[config.mk]
export PLATFORM = sky130hd
export DESIGN_NAME = proximity_haptic_profile_selector_top
export DESIGN_NICKNAME = d
export VERILOG_FILES = /design/src/hdl/phps_pkg.sv /design/src/hdl/phps_zone.sv /design/src/hdl/proximity_haptic_profile_selector_top.sv
export SDC_FILE = /design/constraint.sdc
export NUM_CORES = 1
export LEC_CHECK = 0
export BUFFER_PORTS_ARGS = -buffer_cell sky130_fd_sc_hd__clkbuf_2
export CAP_MARGIN = 10
export CELL_PAD_IN_SITES_DETAIL_PLACEMENT = 1
export CELL_PAD_IN_SITES_GLOBAL_PLACEMENT = 2
export CORE_MARGIN = 2
export CORE_UTILIZATION = 45
export DETAILED_ROUTE_END_ITERATION = 8
export PLACE_DENSITY = 0.9
export RECOVER_POWER = 50
export SYNTH_ARGS = -nofsm -noshare
export SYNTH_HDL_FRONTEND = slang
export SYNTH_SLANG_ARGS = --single-unit
[constraint.sdc]
create_clock -name clk -period 17.9 [get_ports clk]
set_input_delay 2.685 -clock clk [delete_from_list [all_inputs] [get_ports clk]]
set_output_delay 2.685 -clock clk [all_outputs]
set_load 0.1 [all_outputs]
[src/hdl/phps_pkg.sv]
// Shared types, constants and decode functions for the proximity haptic profile selector.
package phps_pkg;

	// Zone count and zone indexes
	localparam int unsigned ZONES = 3;
	localparam int unsigned ZONE_W = 2;
	localparam logic [ZONE_W-1:0] ZONE_LEFT   = 2'd0;
	localparam logic [ZONE_W-1:0] ZONE_CENTER = 2'd1;
	localparam logic [ZONE_W-1:0] ZONE_RIGHT  = 2'd2;

	// Field widths
	localparam int unsigned TIME_W  = 32;
	localparam int unsigned DIST_W  = 16;
	localparam int unsigned LEVEL_W = 8;
	localparam int unsigned MODE_W  = 3;
	localparam int unsigned CFG_IDX_W  = 8;
	localparam int unsigned CFG_DATA_W = 16;

	// Item kinds
	localparam logic FUNC_TICK     = 1'b0;
	localparam logic FUNC_OVERRIDE = 1'b1;

	// Pattern codes on the output
	localparam logic [MODE_W-1:0] MODE_NONE  = 3'd0;
	localparam logic [MODE_W-1:0] MODE_CONT  = 3'd1;
	localparam logic [MODE_W-1:0] MODE_P1    = 3'd2;
	localparam logic [MODE_W-1:0] MODE_P2    = 3'd3;
	localparam logic [MODE_W-1:0] MODE_P4    = 3'd4;
	localparam logic [MODE_W-1:0] MODE_P8    = 3'd5;
	localparam logic [MODE_W-1:0] MODE_HEART = 3'd6;
	localparam logic [MODE_W-1:0] MODE_SYS   = 3'd7;

	// Fixed intensities of the distance bands
	localparam logic [LEVEL_W-1:0] LEVEL_OFF       = 8'd0;
	localparam logic [LEVEL_W-1:0] LEVEL_APPROACH  = 8'd38;
	localparam logic [LEVEL_W-1:0] LEVEL_NEAR      = 8'd89;
	localparam logic [LEVEL_W-1:0] LEVEL_VERY_NEAR = 8'd166;
	localparam logic [LEVEL_W-1:0] LEVEL_DANGER    = 8'd230;
	localparam logic [LEVEL_W-1:0] LEVEL_CONTACT   = 8'd255;

	// Override target codes
	localparam logic [7:0] TGT_LEFT   = 8'h01;
	localparam logic [7:0] TGT_CENTER = 8'h02;
	localparam logic [7:0] TGT_ALL    = 8'hFF;

	// Requested pattern codes
	localparam logic [7:0] PAT_CONT_A = 8'h00;
	localparam logic [7:0] PAT_HEART  = 8'h01;
	localparam logic [7:0] PAT_CONT_B = 8'h02;

	// Configuration register indexes
	localparam logic [CFG_IDX_W-1:0] REG_CLEAR_LIMIT     = 8'd0;
	localparam logic [CFG_IDX_W-1:0] REG_APPROACH_LIMIT  = 8'd1;
	localparam logic [CFG_IDX_W-1:0] REG_NEAR_LIMIT      = 8'd2;
	localparam logic [CFG_IDX_W-1:0] REG_VERY_NEAR_LIMIT = 8'd3;
	localparam logic [CFG_IDX_W-1:0] REG_DANGER_LIMIT    = 8'd4;
	localparam logic [CFG_IDX_W-1:0] REG_OVR_DURATION    = 8'd5;

	// Register reset values
	localparam logic [CFG_DATA_W-1:0] RST_CLEAR_LIMIT     = 16'd400;
	localparam logic [CFG_DATA_W-1:0] RST_APPROACH_LIMIT  = 16'd200;
	localparam logic [CFG_DATA_W-1:0] RST_NEAR_LIMIT      = 16'd100;
	localparam logic [CFG_DATA_W-1:0] RST_VERY_NEAR_LIMIT = 16'd50;
	localparam logic [CFG_DATA_W-1:0] RST_DANGER_LIMIT    = 16'd25;
	localparam logic [CFG_DATA_W-1:0] RST_OVR_DURATION    = 16'd2000;

	typedef struct packed {
		logic               func;
		logic [TIME_W-1:0]  now_time;
		logic [DIST_W-1:0]  left_dist;
		logic [DIST_W-1:0]  center_dist;
		logic [DIST_W-1:0]  right_dist;
		logic [7:0]         target_motor;
		logic [7:0]         req_pattern;
		logic [7:0]         req_intensity;
	} in_item_t;

	typedef struct packed {
		logic [LEVEL_W-1:0] left_level;
		logic [MODE_W-1:0]  left_mode;
		logic [LEVEL_W-1:0] center_level;
		logic [MODE_W-1:0]  center_mode;
		logic [LEVEL_W-1:0] right_level;
		logic [MODE_W-1:0]  right_mode;
	} out_item_t;

	typedef struct packed {
		logic [LEVEL_W-1:0] level;
		logic [MODE_W-1:0]  mode;
	} profile_t;

	typedef struct packed {
		logic [DIST_W-1:0] clear_lim;
		logic [DIST_W-1:0] approach_lim;
		logic [DIST_W-1:0] near_lim;
		logic [DIST_W-1:0] very_near_lim;
		logic [DIST_W-1:0] danger_lim;
	} limits_t;

	// Per-zone strobes from the top level
	typedef struct packed {
		logic tick;  // a tick item leaves the input stage
		logic set;   // an override item for this zone leaves the input stage
	} zone_ctl_t;

	// Map a distance through the ordered thresholds
	function automatic profile_t map_distance(input logic [DIST_W-1:0] d, input limits_t lim);
		profile_t p;
		if (d > lim.clear_lim) begin
			p = '{level: LEVEL_OFF, mode: MODE_NONE};
		end else if (d >= lim.approach_lim) begin
			p = '{level: LEVEL_APPROACH, mode: MODE_P1};
		end else if (d >= lim.near_lim) begin
			p = '{level: LEVEL_NEAR, mode: MODE_P2};
		end else if (d >= lim.very_near_lim) begin
			p = '{level: LEVEL_VERY_NEAR, mode: MODE_P4};
		end else if (d >= lim.danger_lim) begin
			p = '{level: LEVEL_DANGER, mode: MODE_P8};
		end else begin
			p = '{level: LEVEL_CONTACT, mode: MODE_CONT};
		end
		return p;
	endfunction

	// Renumber a requested pattern
	function automatic logic [MODE_W-1:0] decode_pattern(input logic [7:0] pat);
		logic [MODE_W-1:0] m;
		case (pat)
			PAT_CONT_A, PAT_CONT_B: m = MODE_CONT;
			PAT_HEART:              m = MODE_HEART;
			default:                m = MODE_SYS;
		endcase
		return m;
	endfunction

	// Does an override target reach the given zone; unknown targets go right
	function automatic logic target_hits(input logic [7:0] tgt, input logic [ZONE_W-1:0] zone);
		logic hit;
		case (zone)
			ZONE_LEFT:   hit = tgt inside {TGT_LEFT, TGT_ALL};
			ZONE_CENTER: hit = tgt inside {TGT_CENTER, TGT_ALL};
			default:     hit = !(tgt inside {TGT_LEFT, TGT_CENTER});
		endcase
		return hit;
	endfunction

endpackage

[src/hdl/phps_zone.sv]
// One motor zone: override store, expiry check and profile selection.
module phps_zone (
	input  logic                               clk,
	input  logic                               arst_n,
	input  phps_pkg::zone_ctl_t                ctl,
	input  logic [phps_pkg::TIME_W-1:0]        now_time,
	input  logic [phps_pkg::DIST_W-1:0]        zone_dist,
	input  phps_pkg::limits_t                  limits,
	input  phps_pkg::profile_t                 ovr_profile,
	input  logic [phps_pkg::TIME_W-1:0]        ovr_deadline,
	output phps_pkg::profile_t                 profile
);
	import phps_pkg::*;

	logic              ovr_on_q;
	profile_t          ovr_prof_q;
	logic [TIME_W-1:0] ovr_deadline_q;
	logic              live;

	// An override is live until the time reaches its deadline
	assign live = ovr_on_q && (now_time < ovr_deadline_q);

	// Set on an override transfer, drop on a tick once expired
	always_ff @(posedge clk or negedge arst_n) begin
		if (!arst_n) begin
			ovr_on_q <= 1'b0;
		end else if (ctl.set) begin
			ovr_on_q <= 1'b1;
		end else if (ctl.tick && !live) begin
			ovr_on_q <= 1'b0;
		end
	end

	// Hold the override profile and its deadline
	always_ff @(posedge clk) begin
		if (ctl.set) begin
			ovr_prof_q     <= ovr_profile;
			ovr_deadline_q <= ovr_deadline;
		end
	end

	// Pick the live override, else the distance band
	assign profile = live ? ovr_prof_q : map_distance(zone_dist, limits);

endmodule

[src/hdl/proximity_haptic_profile_selector_top.sv]
// Top level of the proximity haptic profile selector.
// A tick's item is held in the input register, and its result is loaded into the result
// register when it leaves the input stage; an override item updates the zone stores and
// gives no result.
// Throughput: one item per cycle; the input stage frees whenever the result register
// is empty or being taken, so the only stall is a full result register held by the sink.
// Reset: asynchronous, clears both valid flags and all override flags and loads the
// threshold and duration registers with their defaults.
module proximity_haptic_profile_selector_top (
	input  logic                                 clk,
	input  logic                                 arst_n,
	input  logic                                 in_valid,
	output logic                                 in_ready,
	input  phps_pkg::in_item_t                   in_data,
	output logic                                 out_valid,
	input  logic                                 out_ready,
	output phps_pkg::out_item_t                  out_data,
	input  logic                                 cfg_valid,
	output logic                                 cfg_ready,
	input  logic [phps_pkg::CFG_IDX_W-1:0]       cfg_index,
	input  logic [phps_pkg::CFG_DATA_W-1:0]      cfg_data
);
	import phps_pkg::*;

	logic [CFG_DATA_W-1:0] clear_limit_q;
	logic [CFG_DATA_W-1:0] approach_limit_q;
	logic [CFG_DATA_W-1:0] near_limit_q;
	logic [CFG_DATA_W-1:0] very_near_limit_q;
	logic [CFG_DATA_W-1:0] danger_limit_q;
	logic [CFG_DATA_W-1:0] ovr_duration_q;

	logic              valid_s1;
	in_item_t          item_s1;
	logic              advance;
	logic              out_valid_q;
	out_item_t         out_data_q;

	limits_t           limits;
	profile_t          ovr_profile;
	logic [TIME_W-1:0] ovr_deadline;
	logic [DIST_W-1:0] dist_z [ZONES];
	profile_t          prof_z [ZONES];
	out_item_t         result;

	// Configuration registers, always ready; unknown indexes are dropped
	assign cfg_ready = 1'b1;

	always_ff @(posedge clk or negedge arst_n) begin
		if (!arst_n) begin
			clear_limit_q     <= RST_CLEAR_LIMIT;
			approach_limit_q  <= RST_APPROACH_LIMIT;
			near_limit_q      <= RST_NEAR_LIMIT;
			very_near_limit_q <= RST_VERY_NEAR_LIMIT;
			danger_limit_q    <= RST_DANGER_LIMIT;
			ovr_duration_q    <= RST_OVR_DURATION;
		end else if (cfg_valid && cfg_ready) begin
			case (cfg_index)
				REG_CLEAR_LIMIT:     clear_limit_q     <= cfg_data;
				REG_APPROACH_LIMIT:  approach_limit_q  <= cfg_data;
				REG_NEAR_LIMIT:      near_limit_q      <= cfg_data;
				REG_VERY_NEAR_LIMIT: very_near_limit_q <= cfg_data;
				REG_DANGER_LIMIT:    danger_limit_q    <= cfg_data;
				REG_OVR_DURATION:    ovr_duration_q    <= cfg_data;
				default: ;
			endcase
		end
	end

	assign limits = '{clear_lim:     clear_limit_q,
	                  approach_lim:  approach_limit_q,
	                  near_lim:      near_limit_q,
	                  very_near_lim: very_near_limit_q,
	                  danger_lim:    danger_limit_q};

	// Advance the input stage: overrides always leave, ticks need room in the result register
	assign advance  = valid_s1 && ((item_s1.func == FUNC_OVERRIDE) || !out_valid_q || out_ready);
	assign in_ready = !valid_s1 || advance;

	always_ff @(posedge clk or negedge arst_n) begin
		if (!arst_n) begin
			valid_s1 <= 1'b0;
		end else if (in_ready) begin
			valid_s1 <= in_valid;
		end
	end

	always_ff @(posedge clk) begin
		if (in_valid && in_ready) begin
			item_s1 <= in_data;
		end
	end

	// Override profile and deadline, shared by all zones
	assign ovr_profile  = '{level: item_s1.req_intensity,
	                        mode:  decode_pattern(item_s1.req_pattern)};
	assign ovr_deadline = item_s1.now_time + {{(TIME_W-CFG_DATA_W){1'b0}}, ovr_duration_q};

	assign dist_z[ZONE_LEFT]   = item_s1.left_dist;
	assign dist_z[ZONE_CENTER] = item_s1.center_dist;
	assign dist_z[ZONE_RIGHT]  = item_s1.right_dist;

	// Zone units
	for (genvar z = 0; z < ZONES; z++) begin : g_zone
		zone_ctl_t ctl;

		assign ctl.tick = advance && (item_s1.func == FUNC_TICK);
		assign ctl.set  = advance && (item_s1.func == FUNC_OVERRIDE)
		                  && target_hits(item_s1.target_motor, ZONE_W'(z));

		phps_zone u_zone (
			.clk          (clk),
			.arst_n       (arst_n),
			.ctl          (ctl),
			.now_time     (item_s1.now_time),
			.zone_dist    (dist_z[z]),
			.limits       (limits),
			.ovr_profile  (ovr_profile),
			.ovr_deadline (ovr_deadline),
			.profile      (prof_z[z])
		);
	end

	assign result = '{left_level:   prof_z[ZONE_LEFT].level,
	                  left_mode:    prof_z[ZONE_LEFT].mode,
	                  center_level: prof_z[ZONE_CENTER].level,
	                  center_mode:  prof_z[ZONE_CENTER].mode,
	                  right_level:  prof_z[ZONE_RIGHT].level,
	                  right_mode:   prof_z[ZONE_RIGHT].mode};

	// Result register: load on a tick leaving the input stage, drop on transfer
	always_ff @(posedge clk or negedge arst_n) begin
		if (!arst_n) begin
			out_valid_q <= 1'b0;
		end else if (advance && (item_s1.func == FUNC_TICK)) begin
			out_valid_q <= 1'b1;
		end else if (out_ready) begin
			out_valid_q <= 1'b0;
		end
	end

	always_ff @(posedge clk) begin
		if (advance && (item_s1.func == FUNC_TICK)) begin
			out_data_q <= result;
		end
	end

	assign out_valid = out_valid_q;
	assign out_data  = out_data_q;

endmodule

==> flow_summary.yaml <==
cells_and_area:
  syn2layout_area_growth_pct: 14.60
  final_area_sq_um: 23850
  final_common_cell: "ha_1"
  utilization: 0.5245
  layout.nets: 2460
  drive_above_1_share: 0.1512
  antenna_cells: 0
  layout_common_cells: "ha_1, edfxtp_1, inv_1, clkbuf_2, nand2_1"
synthesis:
  ys.warnings.count: 0
  avgSynthCellArea_sq_um: 11.75
  synth_seq_cells: 365
  async_reset_ff_frac: 0.2767
  syn-num-nets: 2256
  synthCells: 1772
  synth_edf_count: 264
  synth_ff_type: "edfxtp_1"
  ys_seq_area_frac: 0.5036
  synth.distinct_cells: 72
  syn_area_sq_um: 20810
worst_hold_path:
  hp-class: "flip-flop to flip-flop"
  hold_depth: 1
floorplanning:
  dieArea_sq_um: 47990
  pin_count: 170
  num_rows: 78
  core_area_sq_um: 45480
  start_util: 0.4577
  dieHeight_um: 219.1
  die_width_um: 219.1
drt:
  drt_iter0_markers: 488
  ant_nets: 0
  drc: 0
  wl_um: 57310
  vias: 14863
  avgRoutedWirePerCell_um: 21.96
  first_pass_iters: 5
  avgViaCountPerCell: 5.695
worst_setup_path:
  arrival_ps: 3990
  cp-start-kind: "primary input"
  worstSetupPathType: "primary input to output port"
  cp_data_required_time_ps: 15210
  reg2reg_depth: 5
  critPathMaxFanout: 3
  end_kind: "output port"
power:
  combPwrFrac: 0.150
  clkPwrFrac: 0.403
  p_per_area_nw_per_um2: 94.12
  switching_share: 0.2779
  power_leakage_nw: 10.92
  switchingPower_w: 0.0006238
  internal_power_w: 0.001621
  max-vdd-ir-drop_mv: 0.08321
  p_seq_frac: 0.447
clock_network:
  post-cts-setup-buffer-count: 0
  clockRootBuffer: "clkbuf_16"
  cts_resized: 0
  cts_buffer_depth: 3
  path_clk_slew_ps: 60
  cts_tree: "done"
  insertion_delay_ps: 590
  clock_sinks: 365
  cts_max_level: 2
  cts_buffers: 43
  postCtsHoldBufs: 0
sta:
  setup_viol: 0
  worst-slew-pin-transition_ps: 3293
  rsz0062_at_grt: "no"
  min_period_over_period: 0.3729
  slew_viol_final: 191
  hold_violations: 0
  slew_headroom: -1.196
  period_needed_ps: 6675
  finClkSkew_ps: 29.17
  tns_ps: 0
  clock.fmax_mhz: 149.8
grt:
  grt_start_max_net_pins: 65
  gr-total-overflow: 0
  grt_antenna_before_repair: 0
  grt.total_usage: 0.2435
  grt_pass1_vias: 16337
  grt_pass1_wl_um: 88760
placement:
  dp_hpwl_um: 44800
  placed_cell_area_sq_um: 22450
  finalWeightedCongestion: 0.8899
  portBuffers: 168
outcome:
  status: "finished, violations left"
  violations: "max-capacitance violations, max-slew violations"
flow_run:
  maxCapViolCount: 7
## synthesized netlist by cell type, types with 5 or more instances
master	n	area share
a21oi_1	110	0.026
and4_1	6	0.0025
a221oi_1	7	0.0029
edfxtp_1	264	0.38
o21ai_1	22	0.0053
o31ai_1	5	0.0018
and2_1	7	0.0021
dfstp_2	21	0.027
a2111oi_0	6	0.0025
mux2_2	36	0.019
nor3_1	12	0.0029
o2bb2ai_1	5	0.0021
nor2_1	49	0.0088
nand3_1	46	0.011
ha_1	349	0.21
nand4_1	43	0.013
and3_1	8	0.0024
a211o_1	7	0.0029
a21o_1	55	0.020
o211ai_1	9	0.0032
nand3b_1	8	0.0029
nand2_1	133	0.024
nand2b_1	20	0.0060
xnor2_1	21	0.0088
a31oi_1	11	0.0033
o21ai_0	95	0.023
o21a_1	10	0.0036
nor2b_1	17	0.0051
a211oi_1	24	0.0087
clkbuf_1	15	0.0027
dfrtp_1	80	0.096
inv_1	185	0.033
xor2_1	7	0.0029
nor4_1	10	0.0030
a41oi_1	6	0.0025
## cell type report
cell class                      count  area (sq um)
Multi-Input combinational cell   1203          9557
Clock buffer                       58          1215
Inverter                          185         694.4
Timing Repair Buffer              178         910.9
Fill cell                        4842         21630
Sequential cell                   365         10480
Clock inverter                     21         242.7
Tap cell                          600         750.7
## state kept, by name, indices dropped and copies added (netlist names), 3 cells and up
name	count
item_s1	57
danger_limit_q	16
g_zone.u_zone.ovr_prof_q	30
clear_limit_q	16
g_zone.u_zone.ovr_on_q	3
g_zone.u_zone.ovr_deadline_q	96
near_limit_q	16
out_data	33
approach_limit_q	16
ovr_duration_q	16
dist_z	48
very_near_limit_q	16
## power groups by stage
stage / Sequential (W) / Combinational [W] / Clock (W)
2_1_floorplan: 0.00105 / 0.000188 / 0
3_3_place_gp: 0.00102 / 0.000314 / 0
3_5_place_dp: 0.00102 / 0.000338 / 0
4_1_cts: 0.00100 / 0.000341 / 0.000923
5_1_grt: 0.00101 / 0.000375 / 0.000953
6_report: 0.00100 / 0.000337 / 0.000904
## worst paths after layout
kind,to,slack [ps],from
worst max-delay path,in_ready,11220,out_ready
worst min-delay path,g_zone[0].u_zone.ovr_on_q,500,g_zone[0].u_zone.ovr_on_q
worst max register to register,g_zone[0].u_zone.ovr_deadline_q[5],13320,item_s1[21]
worst min register to register,g_zone[0].u_zone.ovr_on_q,500,g_zone[0].u_zone.ovr_on_q
max in group asynchronous,clear_limit_q[5],12680,arst_n
min in group asynchronous,very_near_limit_q[0],3190,arst_n
## worst max-delay path: stages
cell and delay (ps):
clkbuf_2 90, nand2b_1 180, nor3b_1 550, inv_1 90, clkbuf_2 390
## metal layers
metal	routed length, um	vias up	GRT usage
li1	-	7047	-
met1	23890	7429	0.2909
met2	29260	278	0.4414
met3	2082	109	0.03714
met4	2078	0	0.09032
met5	0	-	0
## kinds of logic after synthesis
family          Yosys count  share of synthesized area
flops                   365                     0.5036
mux                      36                    0.01948
fa+ha+maj               350                     0.2108
compound gates          412                     0.1265
buf+inv                 204                    0.03715
simple gates            376                    0.09059
xor+xnor                 28                    0.01178
other cells               1                  0.0001802
## stage by stage
step                setup slack [ps]  power [W]  std cells  hold WS (ps)
floorplan                       9754   0.001233       1772         440.1
finish                         11220   0.002245       2610         497.9
CTS                            11210   0.002267       2608         498.7
global placement               11380   0.001331       2529         476.7
global route                   11150   0.002335       2610         516.0
detailed placement             11230   0.001357       2529         484.8
Power figures use the tool's default switching activity.
